**config.mk**
```make
export PLATFORM = sky130hd
export DESIGN_NAME = bfcl_ram
export DESIGN_NICKNAME = d
export VERILOG_FILES = /design/src/design/bit_flag_change_logger_top_defines.svh /design/src/design/bfcl_pkg.sv /design/src/design/bfcl_ram.sv
export SDC_FILE = /design/constraint.sdc
export NUM_CORES = 1
export LEC_CHECK = 0
export BUFFER_PORTS_ARGS = -buffer_cell sky130_fd_sc_hd__buf_4
export CORE_MARGIN = 8
export CORE_UTILIZATION = 45
export DETAILED_ROUTE_END_ITERATION = 7
export PLACE_DENSITY = 0.71
export SETUP_SLACK_MARGIN = 0.02
export SLEW_MARGIN = 20
export SYNTH_ARGS = -nofsm -noshare
export SYNTH_HDL_FRONTEND = slang
export SYNTH_SLANG_ARGS = --single-unit
```
**constraint.sdc**
```tcl
create_clock -name i_clk -period 4.91 [get_ports i_clk]
set_input_delay 0.491 -clock i_clk [delete_from_list [all_inputs] [get_ports i_clk]]
set_output_delay 0.491 -clock i_clk [all_outputs]
set_load 0.01 [all_outputs]
```
**src/design/bit_flag_change_logger_top_defines.svh**
```systemverilog
// assertion macros for the bit flag change logger
// used by bit_flag_change_logger_top, which supplies i_clk and i_rst_n
`ifndef BIT_FLAG_CHANGE_LOGGER_TOP_DEFINES_SVH
`define BIT_FLAG_CHANGE_LOGGER_TOP_DEFINES_SVH

// condition must hold in the same cycle
`define BFCL_ASSERT_NOW(label, ante, cons) \
    label: assert property (@(posedge i_clk) disable iff (!i_rst_n) (ante) |-> (cons)) \
        else $error("bit flag change logger: same cycle check failed");

// condition must hold in the next cycle
`define BFCL_ASSERT_NEXT(label, ante, cons) \
    label: assert property (@(posedge i_clk) disable iff (!i_rst_n) (ante) |=> (cons)) \
        else $error("bit flag change logger: next cycle check failed");

`endif

```
**src/design/bfcl_pkg.sv**
```systemverilog
// types, constants and helper functions of the bit flag change logger
// no dependencies; used by bfcl_ram and bit_flag_change_logger_top
`default_nettype none

package bfcl_pkg;

    localparam int DEF_RECORDS          = 4;
    localparam int DEF_WORDS_PER_RECORD = 1024;
    localparam int DEF_LOG_DEPTH        = 16;

    localparam int WORD_W    = 32;
    localparam int FLAG_W    = 15;
    localparam int REC_W     = 2;
    localparam int WIDX_W    = 10;
    localparam int POS_W     = 4;
    localparam int BIT_W     = 5;
    localparam int SHIFT_W   = 3;
    localparam int ENTRY_W   = REC_W + FLAG_W + 1;
    localparam int WCODE_W   = 2;
    localparam int CFG_REGS  = 4;
    localparam int CFG_IDX_W = 3;
    localparam int CFG_SEL_W = 2;

    typedef logic [WCODE_W-1:0] t_wcode;

    localparam t_wcode WCODE_8  = 2'd0;
    localparam t_wcode WCODE_16 = 2'd1;
    localparam t_wcode WCODE_32 = 2'd2;

    localparam t_wcode WCODE_RESET [CFG_REGS] = '{WCODE_32, WCODE_32, WCODE_32, WCODE_8};

    typedef enum logic [1:0] {
        FUNC_SCAN  = 2'd0,
        FUNC_UNDO  = 2'd1,
        FUNC_CLEAR = 2'd2,
        FUNC_READ  = 2'd3
    } t_func;

    typedef enum logic [1:0] {
        KIND_CHANGE = 2'd0,
        KIND_UNDO   = 2'd1,
        KIND_READ   = 2'd2
    } t_kind;

    typedef enum logic [2:0] {
        ST_CLEAR,
        ST_IDLE,
        ST_SCAN_CMP,
        ST_SCAN_EMIT,
        ST_UNDO_DEC,
        ST_UNDO_RD,
        ST_UNDO_WR,
        ST_READ_OUT
    } t_state;

    typedef struct packed {
        logic [REC_W-1:0]  rec;
        logic [FLAG_W-1:0] flag;
        logic              value;
    } t_entry;

    function automatic int f_addr_w(int depth);
        return (depth > 1) ? $clog2(depth) : 1;
    endfunction

    // log2 of the word width
    function automatic logic [SHIFT_W-1:0] f_width_shift(t_wcode code);
        logic [SHIFT_W-1:0] sh;
        case (code)
            WCODE_8:  sh = 3'd3;
            WCODE_16: sh = 3'd4;
            default:  sh = 3'd5;
        endcase
        return sh;
    endfunction

    function automatic logic [WORD_W-1:0] f_width_mask(t_wcode code);
        logic [WORD_W-1:0] m;
        case (code)
            WCODE_8:  m = 32'h0000_00ff;
            WCODE_16: m = 32'h0000_ffff;
            default:  m = 32'hffff_ffff;
        endcase
        return m;
    endfunction

    // bit position within a word: width minus one
    function automatic logic [BIT_W-1:0] f_bit_mask(t_wcode code);
        logic [BIT_W-1:0] m;
        case (code)
            WCODE_8:  m = 5'd7;
            WCODE_16: m = 5'd15;
            default:  m = 5'd31;
        endcase
        return m;
    endfunction

    // index of the lowest set bit, zero for an empty word
    function automatic logic [BIT_W-1:0] f_lowest_bit(logic [WORD_W-1:0] v);
        logic [WORD_W-1:0] onehot;
        logic [BIT_W-1:0]  idx;
        onehot = v & (~v + 1'b1);
        idx    = '0;
        for (int i = 0; i < WORD_W; i++) begin
            if (onehot[i]) begin
                idx = idx | BIT_W'(i);
            end
        end
        return idx;
    endfunction

endpackage

`default_nettype wire

```
**src/design/bfcl_ram.sv**
```systemverilog
// generic simple dual port ram, one write and one registered read port
// depends on bfcl_pkg for the address width helper
`default_nettype none

module bfcl_ram
    import bfcl_pkg::*;
#(
    parameter int WIDTH = WORD_W,
    parameter int DEPTH = DEF_LOG_DEPTH
) (
    input  wire logic                        i_clk,
    input  wire logic                        i_we,
    input  wire logic [f_addr_w(DEPTH)-1:0]  i_waddr,
    input  wire logic [WIDTH-1:0]            i_wdata,
    input  wire logic                        i_re,
    input  wire logic [f_addr_w(DEPTH)-1:0]  i_raddr,
    output logic      [WIDTH-1:0]            o_rdata
);

    logic [WIDTH-1:0] r_mem [DEPTH];
    logic [WIDTH-1:0] r_rdata;

    always_ff @(posedge i_clk) begin
        if (i_we) begin
            r_mem[i_waddr] <= i_wdata;
        end
        if (i_re) begin
            r_rdata <= r_mem[i_raddr];
        end
    end

    assign o_rdata = r_rdata;

endmodule

`default_nettype wire

```
[After elaboration in Yosys (flattened, before gate mapping)]
Memory sizes are Yosys's and may differ from the RTL's. A register that Yosys moved wholly into a read port is not among the register bits.
Index checks and enable logic that the tools add are counted.
Operators by class
  muxes and demuxes: 2
Operator list (count)
  1-bit two-way mux: 2
Storage, ports and cells
  flip-flop bits (word level): 0
  bits in writable memories: 512
  bits of input ports: 43
  output and inout bits: 32
  logic and storage cells: 3
  memories kept: 1
Memory list
  r_mem: depth 16, bits a word 32, read ports 1, clocked after memory_dff 1, wr ports 1, line bfcl_ram.sv:20  | logic [WIDTH-1:0] r_mem [DEPTH];

[Logic depth before layout (Yosys ltp)]
Gate-level depths: netlist (run 1).
  word-level depth: 2
  mapped depth: 5
  depth with buffers taken out: 3

[Worst setup path before layout (run 1)]
OpenSTA, ideal clock, no wires.
  kind: input to register
  start: input port i_waddr[2]
  end: memory r_mem[0][0] (netlist name) (enable)
  library setup time: 461 ps
  arrival: 3209 ps
  data required time: 4449 ps
  slack: 1239 ps
  stages: 2
  buffers on the path: 0
  cell sequence: or3b_2 nor3_1
RTL lines
  start, declared: line bfcl_ram.sv:13  | input wire logic [f_addr_w(DEPTH)-1:0] i_waddr,
  end, declared: line bfcl_ram.sv:20
Straight into the memory's write port.

[Worst setup path in the final report (run 1)]
  start: input port i_waddr[2]
  end: memory r_mem[2][3] (netlist name) (enable)
Straight into the memory's write port.

==> impl_metrics.json, run 1 <==
{
  "ant_nets": 0,
  "io_pins": 75,
  "crit_type": "primary input to register",
  "start_util": 0.456,
  "dieHeight_um": 228,
  "routabilityCongestion": 0.710,
  "worstPathCellList": "buf_4, or3b_2, nor2_4, buf_4",
  "p_leak_uw": 0.00736,
  "rows": 77,
  "yosys.cell_count.top_type": "edfxtp_1",
  "postCtsHoldBufs": 0,
  "fillers": 3297,
  "antenna_found_initial": 2,
  "grt_first_pass_wirelength_mm": 63.0,
  "avgRoutedWirePerCell_um": 27.3,
  "final-instance-count-excl-fill": 1580,
  "slowest_delay_ns": 0.86,
  "slew_headroom": 0.266,
  "tns_ns": 0,
  "p_per_area_nw_per_um2": 410,
  "cp_max_fo": 23,
  "grt_setup_unrepaired": "false",
  "yosysUniqueCellTypes": 17,
  "drive_gt1_frac": 0.323,
  "async_flop_share": 0,
  "critPathArrivalTime_ns": 2.49,
  "synth.area.top_cells": "edfxtp_1 (81%), mux4_2 (14%), a22oi_1 (2.4%)",
  "hp-class": "primary input to register",
  "die-width_um": 228,
  "clock.fmax_mhz": 445,
  "synth.net_count": 881,
  "start_kind": "primary input",
  "critPathRequiredTime_ns": 5.15,
  "cp_slowest_cell": "nor2_4",
  "core_um2": 44200,
  "path_delay_family": "simple AND/OR/NAND/NOR gates",
  "hold_slack_ns": 0.218,
  "slew_violations": 0,
  "drv_cap": 0,
  "synth_edf_count": 544,
  "grt_pass1_vias": 9565,
  "status": "completed",
  "yosysSeqAreaShare": 0.810,
  "post-route-min-period_ns": 2.25,
  "dp_hpwl_mm": 22.4,
  "drcViolationCount": 0,
  "crit_top_cell": "buf_4",
  "first_pass_iters": 5,
  "root_buffer": "clkbuf_16",
  "finalHoldViolCount": 0,
  "wirelength_mm": 43.1,
  "yosysTopAreaCell": "edfxtp_1",
  "synth_top_flop_cell": "edfxtp_1",
  "synth_top_area_share": 0.810,
  "ys_top_cells_by_count": "edfxtp_1 (544), mux4_2 (128), a22oi_1 (64)",
  "crit_buf_inv": 2,
  "cts_resized": 0,
  "cts_buffers": 51,
  "finalCritPeriodShare": 0.458,
  "synth_area_um2": 20200,
  "fp.dieArea_um2": 51900,
  "track_usage": 0.162,
  "r2r_setup_slack_ns": 3.44,
  "path_clk_slew_ns": 0.06,
  "cts_tree": "built",
  "cts_setup_buffers": 0,
  "grt_max_degree": 77,
  "fin_nets": 990,
  "via_per_inst": 5.74,
  "total_power_uw": 9520,
  "insertion_delay_ns": 0.56,
  "skew_ns": 0.0116,
  "setup.worst_path.end_class": "register",
  "dp.cells": 1486,
  "max_slew.worst_pin.slew_ns": 1.10,
  "cts.sinks": 544,
  "initialDrtViolationCount": 948,
  "postSynthAreaPerCell_um2": 24.1,
  "vias": 9071,
  "area_growth_syn_to_layout_pct": 15.0,
  "ys_ff_latch": 544,
  "finalSetupViolCount": 0,
  "h-tree-depth": 2,
  "io_buffers": 74,
  "vdd_drop_max_mv": 0.245,
  "yosysWarningCount": 0,
  "overflow": 0,
  "clockBufferDepth": 3,
  "synthCells": 838
}
[flip-flops by register name, summed over array words and instances, names as in the netlist]
register / count
o_rdata: 32
r_mem: 512
[cell type report]
cell class,count,area (um^2),share of cell area
Tap cell,592,741,0.0319
Antenna cell,1,2.50,0.000108
Multi-Input combinational cell,251,3760,0.162
Clock buffer,63,1360,0.0588
Sequential cell,544,16300,0.704
Clock inverter,30,244,0.0105
Timing Repair Buffer,99,762,0.0328
[placed cells by master (no fill, tap or decap)]
master / Yosys / routed
edfxtp_1: 544 / 544
diode_2: 0 / 1
nor3_2: 0 / 3
clkbuf_8: 0 / 1
nand3_1: 1 / 1
nand3b_1: 2 / 2
clkinv_1: 0 / 12
clkinvlp_4: 0 / 2
buf_4: 11 / 97
nor2b_4: 0 / 2
a22oi_1: 64 / 64
nor3_4: 0 / 1
clkbuf_1: 17 / 10
or3b_2: 1 / 1
bufinv_16: 0 / 4
buf_12: 0 / 1
clkinv_2: 0 / 11
nand2_1: 33 / 33
nand2b_1: 2 / 2
nor2_4: 0 / 13
mux4_2: 128 / 128
clkbuf_16: 0 / 53
inv_6: 0 / 1
and2_2: 0 / 1
[where the power goes]
| part | leakage [uW] | internal [uW] | total, uW | switching, uW |
|---|---|---|---|---|
| registers | 0.00494 | 5230 | 5260 | 33.1 |
| clock network | 0.000788 | 2180 | 3790 | 1610 |
| logic | 0.00163 | 200 | 469 | 269 |
[final timing paths]
| check | startpoint | end | cells past startpoint |
|---|---|---|---|
| max | i_waddr[2] | r_mem[2][3] | 4 |
| min | i_wdata[11] | r_mem[15][11] | 1 |
| max reg2reg | r_mem[9][9] | o_rdata[9] | 3 |
| min reg2reg | r_mem[12][30] | o_rdata[30] | 3 |
[logic make-up (layout without fill, tap and decap cells)]
kind of cell    count (synthesis)  in the layout  share of synthesized area
mux                           128            128                      0.143
compound gates                 64             64                     0.0238
simple gates                   59             59                     0.0125
other cells                     0              1                          0
flops                         544            544                      0.810
buf+inv                        43            192                     0.0110
[metrics by stage]
stage	util	setup slack (ns)	area [um^2]
after global routing	0.525	2.49	23200
after floorplan	-	1.24	20200
after detailed placement	0.488	2.02	21600
after CTS	0.525	2.61	23200
final	0.525	2.66	23200
after global placement	0.488	2.03	21600
[worst register-to-register path, cell delays in order (launching register included)]
cell	delay, ns
edfxtp_1	0.37
mux4_2	0.46
a22oi_1	0.23
nand2_1	0.14
[per-layer routing]
layer / wire length, um / vias up / GRT usage
met2: 22400 / 329 / 0.281
met4: 850 / 2 / 0.0422
met3: 2720 / 55 / 0.0295
li1: - / 3818 / -
met5: 13 / - / 0
met1: 17100 / 4867 / 0.210
Power figures use the tool's default switching activity.
==> run 2, diff against run 1 <==
- PLACE_DENSITY: 0.71 -> 0.73
- clock period: 4.91 -> 1.9 ns (I/O delays scaled with it)
==> run 2 against run 1 <==
- sequential cell count is the same
- setup slack lost 2.3 ns
- via count rose by 4.9%
- clock-buffer cell count shrank 2
- first-iteration DRC count grew 16%
- sequential share of layout area fell by 2.8 points
==> impl_metrics.json, run 2 (synthesis gave the netlist of run 1 again) <==
{
  "status": "completed",
  "post-route-min-period_ns": 1.52,
  "cts_buffers": 52,
  "critPathRequiredTime_ns": 2.18,
  "insertion_delay_ns": 0.57,
  "slew_violations": 0,
  "cts_setup_buffers": 0,
  "hold_slack_ns": 0.191,
  "rr_startpoint": "r_mem[10][31]",
  "drv_cap": 0,
  "start_util": 0.456,
  "first_pass_iters": 8,
  "h-tree-depth": 2,
  "largest_reg_flops": 512,
  "total_power_uw": 25000,
  "vdd_drop_max_mv": 0.800,
  "overflow": 0,
  "r2r-end": "o_rdata[31]",
  "rows": 77,
  "slew_headroom": 0.568,
  "die-width_um": 228,
  "n_antenna_cell": 0,
  "skew_ns": 0.0111,
  "dp_hpwl_mm": 21.5,
  "r2r_cells": 3,
  "critPathArrivalTime_ns": 1.80,
  "start_kind": "register",
  "core_um2": 44200,
  "ant_nets": 0,
  "max_slew.worst_pin.slew_ns": 0.647,
  "p_per_area_nw_per_um2": 1030,
  "cts.sinks": 544,
  "fin_nets": 1044,
  "avgRoutedWirePerCell_um": 26.8,
  "via_per_inst": 5.82,
  "path_clk_slew_ns": 0.06,
  "io_buffers": 74,
  "tns_ns": 0,
  "grt_max_degree": 49,
  "top_register": "r_mem",
  "finalCritPeriodShare": 0.801,
  "holdPathEnd": "o_rdata[2]",
  "fp.dieArea_um2": 51900,
  "setup.worst_path.end_class": "register",
  "dieHeight_um": 228,
  "routabilityCongestion": 0.707,
  "finalSetupViolCount": 0,
  "clock.fmax_mhz": 657,
  "antenna_found_initial": 2,
  "power_frac_seq": 0.545,
  "final_core_util": 0.547,
  "grt_setup_unrepaired": "false",
  "cp_max_fo": 1,
  "clockBufferDepth": 3,
  "p_leak_uw": 0.00774,
  "drive_gt1_frac": 0.328,
  "min_from": "i_re",
  "final-instance-count-excl-fill": 1634,
  "root_buffer": "clkbuf_16",
  "grt_first_pass_wirelength_mm": 64.4,
  "clockPowerShare": 0.399,
  "r2r_setup_slack_ns": 0.38,
  "final_common_cell": "edfxtp_1",
  "finalHoldViolCount": 0,
  "final_cell_mix": "edfxtp_1 (544), mux4_2 (128), buf_4 (83)",
  "p_sw_uw": 5020,
  "dp.cells": 1507,
  "switching_share": 0.201,
  "hp-class": "primary input to register",
  "area_growth_syn_to_layout_pct": 19.9,
  "drcViolationCount": 0,
  "internal_power_uw": 19900,
  "vias": 9513,
  "io_pins": 75,
  "grt_pass1_vias": 9953,
  "track_usage": 0.165,
  "hold_depth": 1,
  "cts_tree": "built",
  "wirelength_mm": 43.8,
  "initialDrtViolationCount": 1102,
  "pwr-share-comb": 0.056,
  "crit_type": "register to register"
}
[run 2: changes by cell type in the layout (fill, tap and decap cells not counted), sizes merged]
cell	before	now
dlygate4sd3	0	32
buf	98	119
clkbuf	64	62
clkinvlp	2	4
bufinv	4	5
clkinv	23	24
diode	1	0
[run 2: layout make-up]
cell class                      count  area (um^2)
Fill cell                        3188        20000
Multi-Input combinational cell    251         3780
Clock inverter                     34          292
Tap cell                          592          741
Sequential cell                   544        16300
Timing Repair Buffer              152         1680
Clock buffer                       61         1360
[run 2: worst max-delay path: stages (launching register included)]
cell	delay, ns
edfxtp_1	0.38
mux4_2	0.47
a22oi_1	0.25
nand2_1	0.15
[run 2: stage by stage]
| stage | setup WS [ns] | instance area, um^2 |
|---|---|---|
| floorplan | -0.318 | 20200 |
| global placement | 0.0877 | 22200 |
| detailed placement | 0.0690 | 22200 |
| CTS | 0.383 | 24200 |
| global route | 0.368 | 24200 |
| finish | 0.379 | 24200 |
[run 2: power by group through the flow]
stage               clock network (uW)  registers, uW  logic [uW]
detailed placement                   0          13900        1340
CTS                              10100          13600        1410
finish                            9960          13600        1390
global route                     10600          13600        1480
global placement                     0          13800        1310
floorplan                            0          13900         649
[run 2: timing repair]
| item | 4_1_cts | 5_1_grt |
|---|---|---|
| endpoints found under the setup margin | 0 | 0 |
| hold buffers | 32 | 0 |
| hold endpoints to repair | 512 | 0 |
| resized for setup | 0 | 0 |
[run 2: metal layers]
layer	part of all wire	wire [um]	global-route usage
met3	0.088	3870	0.0361
met5	0.00052	23	0
met1	0.40	17500	0.227
met2	0.50	21700	0.268
met4	0.017	723	0.0420
[run 2: worst max path at each step]
stage / start / end / slack (ns)
after floorplan: i_waddr[2] / r_mem[10][0] / -0.32
after global placement: i_raddr[0] / o_rdata[22] / 0.09
after detailed placement: i_raddr[0] / o_rdata[20] / 0.07
after CTS: r_mem[10][31] / o_rdata[31] / 0.38
after global routing: r_mem[11][3] / o_rdata[3] / 0.37
final: r_mem[10][31] / o_rdata[31] / 0.38
